File: src/hw/rtl/tcf_pkg.sv
// constants, types and match patterns for the telnet command filter
// no dependencies; imported by telnet_command_filter
package tcf_pkg;

    localparam int SUB_LIMIT = 63;
    localparam int SUB_CNT_W = $clog2(SUB_LIMIT + 1);
    localparam logic [SUB_CNT_W-1:0] SUB_MAX = SUB_CNT_W'(SUB_LIMIT);

    localparam logic [7:0] B_IAC  = 8'd255;
    localparam logic [7:0] B_DONT = 8'd254;
    localparam logic [7:0] B_DO   = 8'd253;
    localparam logic [7:0] B_WONT = 8'd252;
    localparam logic [7:0] B_WILL = 8'd251;
    localparam logic [7:0] B_SB   = 8'd250;
    localparam logic [7:0] B_SE   = 8'd240;

    localparam logic [7:0] OPT_ECHO  = 8'd1;
    localparam logic [7:0] OPT_SGA   = 8'd3;
    localparam logic [7:0] OPT_TTYPE = 8'd24;
    localparam logic [7:0] OPT_NAWS  = 8'd31;
    localparam logic [7:0] TT_IS     = 8'd0;
    localparam logic [7:0] TT_SEND   = 8'd1;

    localparam logic [8:0] WIDTH_RST  = 9'd80;
    localparam logic [7:0] HEIGHT_RST = 8'd24;

    localparam logic [63:0] PAT_A = "256color";
    localparam logic [71:0] PAT_B = "xterm-256";
    localparam logic [79:0] PAT_C = "screen-256";

    localparam logic [3:0] CNT_NONE  = 4'd0;
    localparam logic [3:0] CNT_DATA  = 4'd1;
    localparam logic [3:0] CNT_REPLY = 4'd3;
    localparam logic [3:0] CNT_TTYPE = 4'd9;

    typedef enum logic [1:0] {
        VERB_WILL = 2'd0,
        VERB_WONT = 2'd1,
        VERB_DO   = 2'd2,
        VERB_DONT = 2'd3
    } verb_t;

    typedef enum logic [5:0] {
        PH_NORMAL  = 6'b000001,
        PH_IAC     = 6'b000010,
        PH_VERB    = 6'b000100,
        PH_SB_OPT  = 6'b001000,
        PH_SB_DATA = 6'b010000,
        PH_SB_IAC  = 6'b100000
    } phase_t;

    typedef struct packed {
        logic [3:0] cnt;
        logic [7:0] verb;
        logic [7:0] data;
        logic [8:0] width;
        logic [7:0] height;
        logic       capable;
        logic       wide;
    } desc_t;

endpackage

File: src/hw/rtl/telnet_command_filter.sv
// telnet receive parser: data passthrough, option replies, NAWS and terminal type
// depends on tcf_pkg
//
// usage:
//   s_ channel carries one received byte per transfer in s_tdata
//   m_ channel carries results: m_tuser 0 = byte for the application,
//   1 = reply byte for the peer; m_tlast marks the final result of one
//   received byte; m_tdata also carries the terminal status after that byte
// path: a taken byte waits in the input register until it is parsed; its
//   results go into the result register, from which the first result is
//   offered
// throughput: one byte per cycle for plain data while m_tready stays high;
//   a negotiation reply holds the result register for 3 beats, a DO
//   TERMINAL-TYPE reply for 9 beats; meanwhile one byte waits in the input
//   register, and bytes that cause no result keep being parsed
// stall: a stalled receiver holds the current beat; the input register
//   fills and s_tready drops until the last beat of the current result is taken
// reset: synchronous, aresetn low; parser returns to the data phase, size
//   80 x 24, color_256 clear, no terminal type seen
module telnet_command_filter
    import tcf_pkg::*;
(
    input  logic        aclk,
    input  logic        aresetn,
    input  logic        s_tvalid,
    output logic        s_tready,
    input  logic [7:0]  s_tdata,   // in_byte
    output logic        m_tvalid,
    input  logic        m_tready,
    output logic [31:0] m_tdata,   // out_byte, term_width, term_height, ttype_seen, color_256
    output logic        m_tuser,   // out_kind
    output logic        m_tlast    // out_last
);

    logic                 in_valid_reg;
    logic [7:0]           in_byte_reg;
    phase_t               phase_reg, phase_next;
    verb_t                verb_reg, verb_next;
    logic [7:0]           option_reg, option_next;
    logic [SUB_CNT_W-1:0] count_reg, count_next;
    logic [7:0]           head_reg [4];
    logic [7:0]           head_next [4];
    logic [79:0]          win_reg, win_next;
    logic                 hit_reg, hit_next;
    logic                 nul_reg, nul_next;
    logic [8:0]           width_reg, width_next;
    logic [7:0]           height_reg, height_next;
    logic                 capable_reg, capable_next;
    logic                 wide_reg, wide_next;

    desc_t                desc_reg;
    logic                 desc_valid_reg;
    logic [3:0]           beat_reg;

    logic [3:0]           res_cnt;
    logic [7:0]           res_verb;
    logic [7:0]           b;
    logic [79:0]          win_shift;
    logic                 win_hit;
    logic                 desc_free;
    logic                 process;
    logic [7:0]           beat_byte;

    assign b         = in_byte_reg;
    assign win_shift = {win_reg[71:0], b};
    assign win_hit   = (win_shift[63:0] == PAT_A) || (win_shift[71:0] == PAT_B)
                    || (win_shift == PAT_C);

    always_comb begin
        phase_next   = phase_reg;
        verb_next    = verb_reg;
        option_next  = option_reg;
        count_next   = count_reg;
        head_next    = head_reg;
        win_next     = win_reg;
        hit_next     = hit_reg;
        nul_next     = nul_reg;
        width_next   = width_reg;
        height_next  = height_reg;
        capable_next = capable_reg;
        wide_next    = wide_reg;
        res_cnt      = CNT_NONE;
        res_verb     = B_WONT;
        unique case (phase_reg)
            PH_IAC: begin
                phase_next = PH_NORMAL;
                if (b == B_IAC) begin
                    res_cnt = CNT_DATA;
                end else if (b >= B_WILL && b <= B_DONT) begin
                    verb_next  = verb_t'(2'(b - B_WILL));
                    phase_next = PH_VERB;
                end else if (b == B_SB) begin
                    phase_next = PH_SB_OPT;
                end
            end
            PH_VERB: begin
                phase_next = PH_NORMAL;
                res_cnt    = CNT_REPLY;
                unique case (verb_reg)
                    VERB_DO: begin
                        if (b == OPT_SGA || b == OPT_NAWS) begin
                            res_verb = B_WILL;
                        end else if (b == OPT_TTYPE) begin
                            res_verb = B_WILL;
                            res_cnt  = CNT_TTYPE;
                        end else begin
                            res_verb = B_WONT;
                        end
                    end
                    VERB_DONT: res_verb = B_WONT;
                    VERB_WILL: res_verb = (b == OPT_ECHO || b == OPT_SGA) ? B_DO : B_DONT;
                    VERB_WONT: res_verb = B_DONT;
                    default:   res_verb = B_DONT;
                endcase
            end
            PH_SB_OPT: begin
                option_next = b;
                count_next  = '0;
                head_next   = '{default: 8'd0};
                win_next    = '0;
                hit_next    = 1'b0;
                nul_next    = 1'b0;
                phase_next  = PH_SB_DATA;
            end
            PH_SB_DATA: begin
                if (b == B_IAC) begin
                    phase_next = PH_SB_IAC;
                end else if (count_reg < SUB_MAX) begin
                    if (count_reg < SUB_CNT_W'(4)) begin
                        head_next[count_reg[1:0]] = b;
                    end
                    if (count_reg != '0 && !nul_reg) begin
                        if (b == 8'd0) begin
                            nul_next = 1'b1;
                        end else begin
                            win_next = win_shift;
                            if (win_hit) begin
                                hit_next = 1'b1;
                            end
                        end
                    end
                    count_next = count_reg + 1'b1;
                end
            end
            PH_SB_IAC: begin
                phase_next = PH_NORMAL;
                if (b == B_SE) begin
                    if (option_reg == OPT_NAWS) begin
                        if (count_reg >= SUB_CNT_W'(4)) begin
                            if (head_reg[0][7:1] == 7'd0
                                    && {head_reg[0][0], head_reg[1]} != 9'd0) begin
                                width_next = {head_reg[0][0], head_reg[1]};
                            end
                            if (head_reg[2] == 8'd0 && head_reg[3] != 8'd0) begin
                                height_next = head_reg[3];
                            end
                        end
                    end else if (option_reg == OPT_TTYPE) begin
                        if (count_reg > SUB_CNT_W'(1) && head_reg[0] == TT_IS) begin
                            capable_next = 1'b1;
                            if (hit_reg) begin
                                wide_next = 1'b1;
                            end
                        end
                    end
                end else if (b == B_IAC) begin
                    phase_next = PH_IAC;
                end else begin
                    res_cnt = CNT_DATA;
                end
            end
            default: begin
                phase_next = PH_NORMAL;
                if (b == B_IAC) begin
                    phase_next = PH_IAC;
                end else begin
                    res_cnt = CNT_DATA;
                end
            end
        endcase
    end

    assign desc_free = !desc_valid_reg || (m_tready && m_tlast);
    assign process   = in_valid_reg && (res_cnt == CNT_NONE || desc_free);
    assign s_tready  = !in_valid_reg || process;

    always_ff @(posedge aclk) begin
        if (!aresetn) begin
            in_valid_reg <= 1'b0;
        end else if (s_tvalid && s_tready) begin
            in_valid_reg <= 1'b1;
        end else if (process) begin
            in_valid_reg <= 1'b0;
        end
    end

    always_ff @(posedge aclk) begin
        if (s_tvalid && s_tready) begin
            in_byte_reg <= s_tdata;
        end
    end

    always_ff @(posedge aclk) begin
        if (!aresetn) begin
            phase_reg   <= PH_NORMAL;
            verb_reg    <= VERB_WILL;
            option_reg  <= 8'd0;
            count_reg   <= '0;
            head_reg    <= '{default: 8'd0};
            win_reg     <= '0;
            hit_reg     <= 1'b0;
            nul_reg     <= 1'b0;
            width_reg   <= WIDTH_RST;
            height_reg  <= HEIGHT_RST;
            capable_reg <= 1'b0;
            wide_reg    <= 1'b0;
        end else if (process) begin
            phase_reg   <= phase_next;
            verb_reg    <= verb_next;
            option_reg  <= option_next;
            count_reg   <= count_next;
            head_reg    <= head_next;
            win_reg     <= win_next;
            hit_reg     <= hit_next;
            nul_reg     <= nul_next;
            width_reg   <= width_next;
            height_reg  <= height_next;
            capable_reg <= capable_next;
            wide_reg    <= wide_next;
        end
    end

    // result register: one descriptor per byte that yields a result, drained one beat per transfer
    always_ff @(posedge aclk) begin
        if (!aresetn) begin
            desc_valid_reg <= 1'b0;
            beat_reg       <= 4'd0;
        end else if (process && res_cnt != CNT_NONE) begin
            desc_valid_reg <= 1'b1;
            beat_reg       <= 4'd0;
        end else if (m_tvalid && m_tready) begin
            if (m_tlast) begin
                desc_valid_reg <= 1'b0;
            end else begin
                beat_reg <= beat_reg + 4'd1;
            end
        end
    end

    always_ff @(posedge aclk) begin
        if (process && res_cnt != CNT_NONE) begin
            desc_reg.cnt     <= res_cnt;
            desc_reg.verb    <= res_verb;
            desc_reg.data    <= b;
            desc_reg.width   <= width_reg;
            desc_reg.height  <= height_reg;
            desc_reg.capable <= capable_reg;
            desc_reg.wide    <= wide_reg;
        end
    end

    always_comb begin
        if (desc_reg.cnt == CNT_DATA) begin
            beat_byte = desc_reg.data;
        end else begin
            unique case (beat_reg)
                4'd0:    beat_byte = B_IAC;
                4'd1:    beat_byte = desc_reg.verb;
                4'd2:    beat_byte = desc_reg.data;
                4'd3:    beat_byte = B_IAC;
                4'd4:    beat_byte = B_SB;
                4'd5:    beat_byte = OPT_TTYPE;
                4'd6:    beat_byte = TT_SEND;
                4'd7:    beat_byte = B_IAC;
                4'd8:    beat_byte = B_SE;
                default: beat_byte = B_IAC;
            endcase
        end
    end

    assign m_tvalid = desc_valid_reg;
    assign m_tuser  = (desc_reg.cnt != CNT_DATA);
    assign m_tlast  = (beat_reg == desc_reg.cnt - 4'd1);
    assign m_tdata  = {5'd0, desc_reg.wide, desc_reg.capable, desc_reg.height,
                       desc_reg.width, beat_byte};

    a_desc_count: assert property (@(posedge aclk) disable iff (!aresetn)
        desc_valid_reg |-> (desc_reg.cnt == CNT_DATA || desc_reg.cnt == CNT_REPLY
                            || desc_reg.cnt == CNT_TTYPE))
        else $error("result descriptor with bad beat count");

    a_beat_range: assert property (@(posedge aclk) disable iff (!aresetn)
        desc_valid_reg |-> (beat_reg < desc_reg.cnt))
        else $error("beat index past descriptor count");

    a_beat_advance: assert property (@(posedge aclk) disable iff (!aresetn)
        (m_tvalid && m_tready && !m_tlast) |=>
            (m_tvalid && beat_reg == $past(beat_reg) + 4'd1))
        else $error("reply burst broken before its last beat");

    a_data_single: assert property (@(posedge aclk) disable iff (!aresetn)
        (m_tvalid && !m_tuser) |-> m_tlast)
        else $error("application byte not a single-beat transfer");

    a_sub_limit: assert property (@(posedge aclk) disable iff (!aresetn)
        count_reg <= SUB_MAX)
        else $error("subnegotiation count above limit");

endmodule
File: config.mk
export PLATFORM = sky130hd
export DESIGN_NAME = telnet_command_filter
export DESIGN_NICKNAME = d
export VERILOG_FILES = /design/src/hw/rtl/tcf_pkg.sv /design/src/hw/rtl/telnet_command_filter.sv
export SDC_FILE = /design/constraint.sdc
export NUM_CORES = 1
export LEC_CHECK = 0
export ABC_CLOCK_PERIOD_IN_PS = 6900
export BUFFER_PORTS_ARGS = -buffer_cell sky130_fd_sc_hd__buf_2
export CAP_MARGIN = 20
export CORE_MARGIN = 1.5
export CORE_UTILIZATION = 40
export CTS_BUF_LIST = sky130_fd_sc_hd__clkbuf_2 sky130_fd_sc_hd__clkbuf_4 sky130_fd_sc_hd__clkbuf_8
export DETAILED_ROUTE_END_ITERATION = 16
export GPL_ROUTABILITY_DRIVEN = 0
export GPL_TIMING_DRIVEN = 0
export PLACE_DENSITY = 0.61
export SETUP_SLACK_MARGIN = 0.2
export SYNTH_ARGS = -nofsm -noshare
export SYNTH_HDL_FRONTEND = slang
export SYNTH_SLANG_ARGS = --single-unit
File: constraint.sdc
create_clock -name aclk -period 6.9 [get_ports aclk]
set_input_delay 0.345 -clock aclk [delete_from_list [all_inputs] [get_ports aclk]]
set_output_delay 0.345 -clock aclk [all_outputs]
set_load 0.05 [all_outputs]
Word-level counts from Yosys, hierarchy flattened --
Index checks and enable logic that the tools add are counted.
Operators by class: add/sub/neg operators 4, $mul 0, divide/modulo/power cells 0, magnitude comparators 8, eq/ne operators 37, shift-type cells 0, mux-type cells 51, bitwise logic cells 5, reductions and logical operators 51
Operator list (number):
- $mux 72 | 4
- $pmux 72 s2 | 1
- $mux 32 | 3
- $eq 80x79->1 const B | 1
- $eq 72x71->1 const B | 1
- $eq 64x62->1 const B | 1
- $pmux 32 s2 | 1
- $pmux 8 s6 | 1
- $bwmux 32 | 1
- $eq 8x5->1 const B | 4
- $pmux 8 s4 | 1
- $pmux 6 s5 | 1
- $reduce_and 6->1 | 5
- $eq 8x8->1 const B | 3
- $logic_not 8->1 | 3
- $mux 4 | 6
- $mux 6 | 3
- $mux 1 | 17
- $demux 8 s2 | 1
- $mux 8 | 2
- $ne 2x2->1 const B | 8
- $pmux 4 s4 | 1
- $reduce_and 7->1 | 2
- $eq 4x3->1 const B | 3
- other kinds (47) | 82
Storage, ports and cells: flip-flop bits (word level) 200, latch bits 0, RAM bits 0, bits in read-only memories 0, input port bits 12, output and inout bits 36, logic and storage cells 182, memories kept 0

Depth between registers and ports, before layout --
Gate-level depths: netlist (run 1).
word-level depth 11, mapped depth 10, mapped depth without buffers 9

Least setup slack after synthesis (run 1) --
OpenSTA, ideal clock, no wires.
path type reg-to-reg, start reg in_byte_reg[1], in the netlist b[1], end reg in_byte_reg[0], in the netlist b[0], enable pin, library setup time 0.332 ns, arrival time 2.572 ns, required time 6.568 ns, path slack 3.996 ns, cell stages (with the launch flop) 9, buffers on the path 1, period minus slack after synthesis 2.904 ns, cells stage by stage edfxtp_1 > ha_1 > clkbuf_2 > nand2_1 > or3_1 > nor4_1 > a21oi_1 > or3b_1 > and2_1
On the way: longest elaborated chain between the ends 10, elaborated cells on any way between the ends 18, classes of those cells eq/ne: 5; mux: 7; reduce/logical: 6
Ends and longest elaborated chain:
- start, declared | RTL line telnet_command_filter.sv:36 | logic [7:0] in_byte_reg;
- start signal, assigned | RTL line telnet_command_filter.sv:199 | in_byte_reg <= s_tdata;
- $eq 8x2->1 or $eq 8x5->1 (tied branches) | RTL line telnet_command_filter.sv:101 | if (b == OPT_SGA || b == OPT_NAWS) begin
- $logic_or 1x1->1 | RTL line telnet_command_filter.sv:101
- $mux 4 | RTL line telnet_command_filter.sv:101
- $mux 4 | RTL line telnet_command_filter.sv:99 | unique case (verb_reg)
- $pmux 4 s4 (*) | RTL line telnet_command_filter.sv:84 | unique case (phase_reg)
- net res_cnt[0] | RTL line telnet_command_filter.sv:55 | logic [3:0] res_cnt;
- $logic_not 4->1 (*) | RTL line telnet_command_filter.sv:184 | assign process = in_valid_reg && (res_cnt == CNT_NONE || desc_free);
- $logic_or 1x1->1 (*) | RTL line telnet_command_filter.sv:184
- $logic_and 1x1->1 (*) | RTL line telnet_command_filter.sv:184
- $logic_or 1x1->1 (*) | RTL line telnet_command_filter.sv:185 | assign s_tready = !in_valid_reg || process;
- net s_tready | RTL line telnet_command_filter.sv:26 | output logic s_tready,
- $logic_and 1x1->1 (*) | RTL line telnet_command_filter.sv:198 | if (s_tvalid && s_tready) begin
The timed path passes the listed nets; every way through them passes the cells marked *. A chain may end at the register's enable or synchronous reset.

Final worst setup path (run 1) --
start reg in_byte_reg[1], in the netlist b[1], end out s_tready
On the way: longest elaborated chain between the ends 9, elaborated cells on any way between the ends 17, classes of those cells eq/ne: 5; mux: 7; reduce/logical: 5
Ends and longest elaborated chain (RTL line):
- $eq 8x2->1 or $eq 8x5->1 (tied branches) | telnet_command_filter.sv:101
- $logic_or 1x1->1 | telnet_command_filter.sv:101
- $mux 4 | telnet_command_filter.sv:101
- $mux 4 | telnet_command_filter.sv:99
- $pmux 4 s4 (*) | telnet_command_filter.sv:84
- net res_cnt[0] | telnet_command_filter.sv:55
- $logic_not 4->1 (*) | telnet_command_filter.sv:184
- $logic_or 1x1->1 (*) | telnet_command_filter.sv:184
- $logic_and 1x1->1 (*) | telnet_command_filter.sv:184
- $logic_or 1x1->1 (*) | telnet_command_filter.sv:185
- end, declared | telnet_command_filter.sv:26
Marks and branches as above.

==> impl_metrics.py, run 1 <==
metrics = {
    "clock_network": {
        "cts_hold_buffers": 0,
        "htree_levels": 4,
        "cts_resized": 0,
        "cts_buffers": 17,
        "cts.clk_slew.worst_paths_ps": 110,
        "clockBufferDepth": 2,
        "root_buffer": "clkbuf_8",
        "worstSkewPairLatency_ps": 490,
        "cts_tree": "built",
        "cts.sinks": 194,
        "post_cts.repair.setup_buffers": 0,
    },
    "placed_design": {
        "io_buffers": 41,
        "post-dp-hpwl_um": 14300,
        "place_inst": 1191,
    },
    "die": {
        "io_pins": 48,
        "fp.dieH_um": 150,
        "fp.coreArea_sq_um": 21100,
        "die-area_sq_um": 22400,
        "die_x_um": 150,
        "fp-row-count": 53,
        "start_util_pct": 40.8,
    },
    "timing": {
        "skew_ps": 19.8,
        "drv_slew": 0,
        "fin_crit_ps": 3480,
        "timing.setup.tns_ps": 0,
        "worstMarginPinSlew_ps": 1010,
        "hold_viol": 0,
        "max_slew_margin_pct": 32.3,
        "min_period_over_period_pct": 50.4,
        "rsz0062_at_grt": "false",
        "setup_viol": 0,
        "fmax_mhz": 288,
    },
    "yosys": {
        "synth_area_sq_um": 8610,
        "synthArstFlopShare_pct": 0,
        "yosys-top-cells-area": "dfxtp_1, edfxtp_1, nor2b_1, nand2_1, a22oi_1",
        "synth_seq_cells": 194,
        "post-synth-top-area-cell": "dfxtp_1",
        "ys_types": 70,
        "synthCells": 870,
        "synth_flop_cell": "dfxtp_1",
        "syn_avg_cell_area_sq_um": 9.89,
        "synth-edff-count": 41,
        "yosysWarnings": 0,
        "synth_top_area_share_pct": 35.6,
        "ys_seq_area_share_pct": 49.9,
    },
    "critical_path": {
        "crit_path_max_fanout": 8,
        "cp.required_ps": 6550,
        "critPathLaunchType": "register",
        "cp-end-kind": "primary output",
        "worst-setup-path-type": "register to primary output",
        "worstPathArrival_ps": 3130,
    },
    "pwr": {
        "p_per_area_nw_per_um2": 215,
        "peakVddDrop_mv": 0.115,
        "leakage_uw": 0.00326,
    },
    "global_route": {
        "grt_max_degree": 21,
        "grtUsageTotal_pct": 18.6,
        "antenna_found_initial": 0,
        "overflow": 0,
        "grt_pass1_vias": 6114,
        "grt_pass1_wl_um": 32500,
    },
    "detailed_routing": {
        "viasPerCell": 5.32,
        "drt_iter0_drc": 442,
        "drcViolationCount": 0,
        "wirelength_um": 20000,
        "wl_per_cell_um": 16.3,
        "dr_total_vias": 6508,
        "dr.pass1.iters": 7,
        "ant_nets": 0,
    },
    "min_path": {
        "hold_path_class": "primary input to register",
    },
    "run_status": {
        "status": "complete, no violations",
    },
    "final_layout": {
        "largest_reg_flops": 72,
        "n_antenna_cell": 0,
        "final_nets": 961,
        "drive_gt1_share_pct": 15.0,
        "mostFrequentLayoutCells": "dfxtp_1, nand2_1, nor2b_1",
        "layout-area-overhead-vs-synth_pct": 11.7,
        "instances_no_fill": 1223,
        "final_common_cell": "dfxtp_1",
    },
    "flow_run": {
        "drv_cap": 0,
    },
}
## cells in the mapped netlist (5+ instances only)
cell and number:
buf_4 26, nand4b_1 7, a21boi_0 7, clkbuf_1 25, nor4_1 18, nand2_1 100
xor2_1 7, nand3_1 42, buf_6 8, nor2b_1 73, inv_1 16, buf_2 10
mux2i_1 26, o21a_1 6, a22oi_1 44, nand2b_1 6, a21boi_1 31, o22ai_1 34
o21ai_0 16, or3_1 5, nand4_1 10, edfxtp_1 41, ha_1 14, dfxtp_1 153
a21oi_1 14, nor3_1 6, nor4bb_1 6, nor2_1 38
## metal layers
metal	vias up	track usage (%)	part of all wire, %
met4	0	6.37	1.8
met1	3122	24.9	48
met3	26	3.93	4.2
met5	-	0	0
li1	3228	-	-
met2	132	29.7	46
## area by class of cell
type	instances	area [sq um]
clock buffers	17	234
multi-input cells	592	3820
repair buffers	42	233
flip-flops and latches	194	4290
inverters	16	60.1
clock inverters	15	185
fillers	2042	11500
plain buffers	72	442
well taps	275	344
## cells by family (layout without fill, tap and decap cells)
family / Yosys count / count (layout) / synth area share, %
simple gates: 353 / 353 / 23.0
flops: 194 / 194 / 49.9
compound gates: 183 / 183 / 15.1
buf+inv: 88 / 162 / 5.83
mux: 26 / 26 / 3.02
fa+ha+maj: 14 / 14 / 2.04
xor+xnor: 11 / 11 / 1.12
other cells: 1 / 5 / 0.0436
## worst max-delay path: stages, from the launching register on
cell and delay [ps]:
edfxtp_1 570, ha_1 220, clkbuf_2 180, nand2_1 100, or3_1 490, nor4_1 470, a21oi_1 130, or3b_1 220
buf_2 270
## where the power goes
group	switching (uW)	internal (uW)	total, uW	leakage (uW)
clock network	457	309	766	0.000208
logic	87.2	37.3	125	0.00145
registers	8.81	1170	1180	0.00161
total	553	1510	2070	0.00326
## stage by stage
step	total power (uW)	hold WS (ps)	cell area [sq um]	utilization [%]	worst slack, ps
6_report	2070	27.0	9620	45.6	3420
5_1_grt	2140	7.14	9620	45.6	3220
4_1_cts	2080	13.8	9620	45.6	3410
3_5_place_dp	1330	420	9200	43.6	3780
3_3_place_gp	1330	416	9170	43.5	3570
2_1_floorplan	1290	408	8620	-	4000
## path summary, 6_finish.rpt
path,startpoint,endpoint,slack [ps],cells after the start
max,b[1],s_tready,3420,8
min,s_tdata[5],b[5],30,1
max reg2reg,b[1],b[5],3750,8
min reg2reg,height_reg[2],m_tdata[19],440,0
No activity file was read; power rests on OpenSTA's default activity.
==> run 2: changes to the inputs <==
ABC_AREA = 1   (was unset)
ABC_CLOCK_PERIOD_IN_PS = 3350   (was 6900)
clock period = 3.35 ns   (was 6.9 ns; I/O delays follow)
==> run 2 against run 1 <==
Synthesized cell count increased by 35%. Global-route usage increased by 0.74 points. Clock skew increased by 1.7 ps. Design area increased by 5.4%. Via count increased by 20%. Die area increased by 4.0%. Clock-buffer cell count unchanged. Critical path type is now register to register. Largest cell class unchanged.
==> impl_metrics.py, run 2 <==
metrics = {
    "placed_design": {
        "io_buffers": 42,
        "post-dp-hpwl_um": 15900,
        "place_inst": 1501,
    },
    "yosys": {
        "synth_area_sq_um": 8960,
        "synth-edff-count": 41,
        "synth.most_common_cell": "nand2_1",
        "synth_top_area_share_pct": 34.2,
        "synth_flop_cell": "dfxtp_1",
        "post-synth-top-area-cell": "dfxtp_1",
        "yosys-top-cells-area": "dfxtp_1, edfxtp_1, nand2_1, a21oi_1, nor2_1",
        "synthTopCellsByCount": "nand2_1, dfxtp_1, nor2_1",
        "synthCells": 1174,
        "synthArstFlopShare_pct": 0,
        "yosysWarnings": 0,
        "synth_seq_cells": 194,
        "ys_types": 41,
        "ys_seq_area_share_pct": 47.9,
        "syn_avg_cell_area_sq_um": 7.63,
    },
    "timing": {
        "skew_ps": 21.5,
        "worstMarginPinSlew_ps": 832,
        "fmax_mhz": 337,
        "fin_crit_ps": 2970,
        "max_slew_margin_pct": 44.5,
        "hold_viol": 0,
        "setup_viol": 0,
        "drv_slew": 0,
        "min_period_over_period_pct": 88.6,
        "timing.setup.tns_ps": 0,
        "rsz0062_at_grt": "false",
    },
    "global_route": {
        "grtUsageTotal_pct": 19.3,
        "grt_pass1_wl_um": 36500,
        "grt_pass1_vias": 7119,
        "overflow": 0,
        "antenna_found_initial": 0,
        "grt_max_degree": 20,
    },
    "die": {
        "die-area_sq_um": 23300,
        "die_x_um": 153,
        "fp.dieH_um": 153,
        "fp.coreArea_sq_um": 21900,
        "io_pins": 48,
        "fp-row-count": 54,
        "start_util_pct": 40.9,
    },
    "critical_path": {
        "path_cells": "inv_1 > ha_1 > nand2_1 > nor2_2 > nor2_1 > nor2_2 > nand2_2 > nand2_4 > nand2_2 > inv_2 > buf_2 > nand2_1 > clkinvlp_4 > buf_16",
        "cp-end-kind": "register",
        "cp_num_buf_inv": 5,
        "critPathLaunchType": "register",
        "crit_family": "simple AND/OR/NAND/NOR gates",
        "max_stage_delay_ps": 480,
        "crit_path_max_fanout": 19,
        "worstPathArrival_ps": 3160,
        "cp.required_ps": 3540,
        "cp_slowest_cell": "edfxtp_1",
        "worst-setup-path-type": "register to register",
    },
    "clock_network": {
        "cts_buffers": 17,
        "cts_tree": "built",
        "cts.sinks": 194,
        "root_buffer": "clkbuf_8",
        "cts.clk_slew.worst_paths_ps": 110,
        "clockBufferDepth": 2,
        "htree_levels": 4,
        "worstSkewPairLatency_ps": 480,
    },
    "detailed_routing": {
        "dr_total_vias": 7814,
        "wl_per_cell_um": 14.4,
        "drt_iter0_drc": 636,
        "drcViolationCount": 0,
        "dr.pass1.iters": 5,
        "viasPerCell": 5.03,
        "wirelength_um": 22400,
        "ant_nets": 0,
    },
    "final_layout": {
        "mostFrequentLayoutCells": "nand2_1, dfxtp_1, nor2_1",
        "largest_reg_flops": 72,
        "final_nets": 1286,
        "n_antenna_cell": 0,
        "instances_no_fill": 1553,
        "final_common_cell": "nand2_1",
        "drive_gt1_share_pct": 12.5,
        "fin_util_pct": 46.3,
        "layout-area-overhead-vs-synth_pct": 13.1,
    },
    "pwr": {
        "peakVddDrop_mv": 0.202,
        "leakage_uw": 0.00379,
        "power_uw": 4410,
        "p_per_area_nw_per_um2": 435,
    },
    "flow_run": {
        "drv_cap": 0,
    },
    "run_status": {
        "status": "complete, no violations",
    },
    "min_path": {
        "hold_path_class": "primary input to register",
    },
}
==> run 2: metrics by stage <==
stage                     hold WS (ps)  cell area [sq um]  setup slack, ps
final                             55.1              10100              380
after global routing              58.0              10100              191
after global placement             345               9530             -360
after floorplan                    266               8970              535
after CTS                         46.9              10100              328
after detailed placement           346               9560            -70.3
==> run 2: where the power goes <==
part / internal, uW / switching (uW) / leakage [uW] / total (uW)
clock: 610 / 900 / 0.000188 / 1510
sequential: 2430 / 26.7 / 0.00160 / 2460
combinational: 124 / 320 / 0.00200 / 444
total: 3160 / 1250 / 0.00379 / 4410
==> run 2: cell type report <==
class,count,area (sq um)
fill,2245,11800
sequential,194,4290
multi-input combinational,779,3770
inverter,124,469
buffer,81,445
timing repair buffer,63,423
tap,280,350
clock buffer,17,234
clock inverter,15,150
==> run 2: timing repair <==
item	in CTS	in global routing
cloned	0	0
setup endpoints to repair	33	33
gates resized for setup	1	0
hold endpoints to repair	9	0
hold buffers	9	0
setup buffers	1	10
==> run 2: tightest hold or removal path, cell delays in order <==
cell and delay (ps):
buf_2 100, nand2_1 120, a21oi_1 90
==> run 2: final timing paths <==
check	startpoint	end	slack [ps]	cells past startpoint
worst max-delay path	b[0]	m_tdata[21]	380	14
worst min-delay path	s_tvalid	in_valid_reg	60	3
worst max register to register	b[0]	m_tdata[21]	380	14
worst min register to register	width_reg[8]	m_tdata[16]	440	0
==> run 2: metal layers <==
layer,wire [um],global-route usage (%)
met1,10700,26.7
met2,10300,30.4
met3,1010,3.61
met4,400,6.50
met5,0,0
==> run 2: logic make-up after synthesis <==
| family | Yosys count | synth area share (%) |
|---|---|---|
| AOI/OAI and AO/OA | 208 | 12.3 |
| xor gates and xnor gates | 4 | 0.391 |
| adders and majority gates | 14 | 1.96 |
| buffers and inverters | 205 | 10.2 |
| DFF | 194 | 47.9 |
| other | 1 | 0.0419 |
| and+or+nand+nor | 548 | 27.2 |
==> run 3: changes to the inputs <==
CTS_CLUSTER_SIZE = 30   (was unset)
PLACE_DENSITY = unset   (was 0.61)
PLACE_DENSITY_LB_ADDON = 0.2   (was unset)
==> run 3 against run 2 <==
Sequential cell count unchanged. Combinational power down 2%. Sequential power is essentially flat. Clock power increased by 9%. Critical path depth is 1 higher. Non-clock buffer count fell by 6. Clock-buffer cell count unchanged. Sequential share of layout area about the same. Maximum frequency grew 0.62%. Via count up 0.28%. Global-route usage increased by 0.36 points. Register-to-register slack improved by 20 ps. Critical path type unchanged. Largest cell class unchanged.
==> impl_metrics.py, run 3 (same netlist as run 2, synthesis figures left out) <==
metrics = {
    "run_status": {
        "status": "complete, no violations",
    },
    "final_layout": {
        "n_antenna_cell": 0,
        "final_common_cell": "nand2_1",
        "final_nets": 1280,
        "drive_gt1_share_pct": 12.3,
        "largest_reg_flops": 72,
        "layout-area-overhead-vs-synth_pct": 13.2,
        "mostFrequentLayoutCells": "nand2_1, dfxtp_1, nor2_1",
        "final_area_sq_um": 10100,
    },
    "timing": {
        "worstMarginPinSlew_ps": 770,
        "setup_viol": 0,
        "timing.setup.tns_ps": 0,
        "min_period_over_period_pct": 88.1,
        "fin_crit_ps": 2950,
        "drv_slew": 0,
        "skew_ps": 20.5,
        "rsz0062_at_grt": "false",
        "hold_viol": 0,
        "fmax_mhz": 339,
        "max_slew_margin_pct": 48.7,
        "fin_ws_ps": 399,
    },
    "critical_path": {
        "reg2reg_depth": 15,
        "cp.required_ps": 3590,
        "critPathLaunchType": "register",
        "worst-setup-path-type": "register to register",
        "crit_path_max_fanout": 19,
        "cp-end-kind": "register",
        "worstPathArrival_ps": 3190,
    },
    "die": {
        "fp.coreArea_sq_um": 21900,
        "die-area_sq_um": 23300,
        "fp-row-count": 54,
        "fp.dieH_um": 153,
        "die_x_um": 153,
        "io_pins": 48,
        "start_util_pct": 40.9,
    },
    "pwr": {
        "leakage_uw": 0.00378,
        "p_sw_share_pct": 28.3,
        "p_comb_share_pct": 9.6,
        "p_seq_share_pct": 54.3,
        "intPower_uw": 3250,
        "p_per_area_nw_per_um2": 447,
        "clockPowerShare_pct": 36.1,
        "p_sw_uw": 1280,
        "peakVddDrop_mv": 0.275,
    },
    "global_route": {
        "grt_pass1_wl_um": 37000,
        "antenna_found_initial": 0,
        "grtUsageTotal_pct": 19.7,
        "grt_pass1_vias": 7205,
        "overflow": 0,
        "grt_max_degree": 20,
    },
    "detailed_routing": {
        "wirelength_um": 22800,
        "wl_per_cell_um": 14.7,
        "dr.pass1.iters": 7,
        "viasPerCell": 5.07,
        "drcViolationCount": 0,
        "dr_total_vias": 7836,
        "drt_iter0_drc": 552,
        "ant_nets": 0,
    },
    "clock_network": {
        "cts_tree": "built",
        "htree_levels": 4,
        "cts.clk_slew.worst_paths_ps": 110,
        "root_buffer": "clkbuf_8",
        "clockBufferDepth": 2,
        "cts_buffers": 17,
        "cts.sinks": 194,
        "worstSkewPairLatency_ps": 480,
    },
    "placed_design": {
        "post-dp-hpwl_um": 16300,
        "io_buffers": 42,
        "post-place-ws_ps": -78.2,
        "place_area_sq_um": 9560,
    },
    "min_path": {
        "hold_depth": 3,
        "hold_path_class": "primary input to register",
    },
    "flow_run": {
        "drv_cap": 0,
    },
}
## run 3: final timing paths
kind                 from            to  slack [ps]
min reg2reg  width_reg[5]   m_tdata[13]         430
max                  b[0]   m_tdata[21]         400
max reg2reg          b[0]   m_tdata[21]         400
min              s_tvalid  in_valid_reg          20
## run 3: per-stage QoR
| stage | instances | power (uW) | hold slack (ps) | utilization, % |
|---|---|---|---|---|
| finish | 1547 | 4530 | 22.8 | 46.3 |
| detailed placement | 1501 | 2930 | 349 | 43.7 |
| global placement | 1500 | 2920 | 346 | 43.6 |
| global route | 1547 | 4710 | 12.9 | 46.3 |
| floorplan | 1178 | 2810 | 266 | - |
| CTS | 1543 | 4570 | 15.9 | 46.2 |
## run 3: routing by layer
| metal | GRT usage (%) | vias to the layer above | wire (um) |
|---|---|---|---|
| li1 | - | 4031 | - |
| met1 | 26.8 | 3565 | 10800 |
| met2 | 31.3 | 203 | 10300 |
| met3 | 4.01 | 37 | 1210 |
| met4 | 6.32 | 0 | 448 |
| met5 | 0 | - | 0 |
## run 3: cell type report
| type | count | area, sq um |
|---|---|---|
| tap | 280 | 350 |
| buffer | 81 | 448 |
| timing repair buffer | 57 | 378 |
| sequential | 194 | 4290 |
| fill | 2238 | 11700 |
| multi-input combinational | 779 | 3770 |
| clock inverter | 15 | 196 |
| clock buffer | 17 | 234 |
| inverter | 124 | 469 |
## run 3: timing repair
item / in CTS / in global routing
hold endpoints to repair: 9 / 0
gates resized for setup: 1 / 2
hold buffers: 9 / 0
buffers inserted: 1 / 4
endpoints found under the setup margin: 33 / 34
## run 3: critical path, stage by stage, from the launching register on
cell and delay, ps:
edfxtp_1 510, ha_1 290, nand3_1 150, clkinv_1 80, nand2_1 190, nand2_1 80, nor2_1 120, nor2_2 50
nand2_2 110, nand2_4 140, nand2_2 130, inv_2 80, clkbuf_4 220, nand2_1 170, clkinvlp_4 180, buf_16 190
## run 3: power by group through the flow
stage | clock network (uW) | logic, uW | registers [uW]
2_1_floorplan | 0 | 298 | 2510
3_3_place_gp | 0 | 402 | 2520
3_5_place_dp | 0 | 413 | 2520
4_1_cts | 1680 | 429 | 2460
5_1_grt | 1770 | 471 | 2470
6_report | 1640 | 435 | 2460
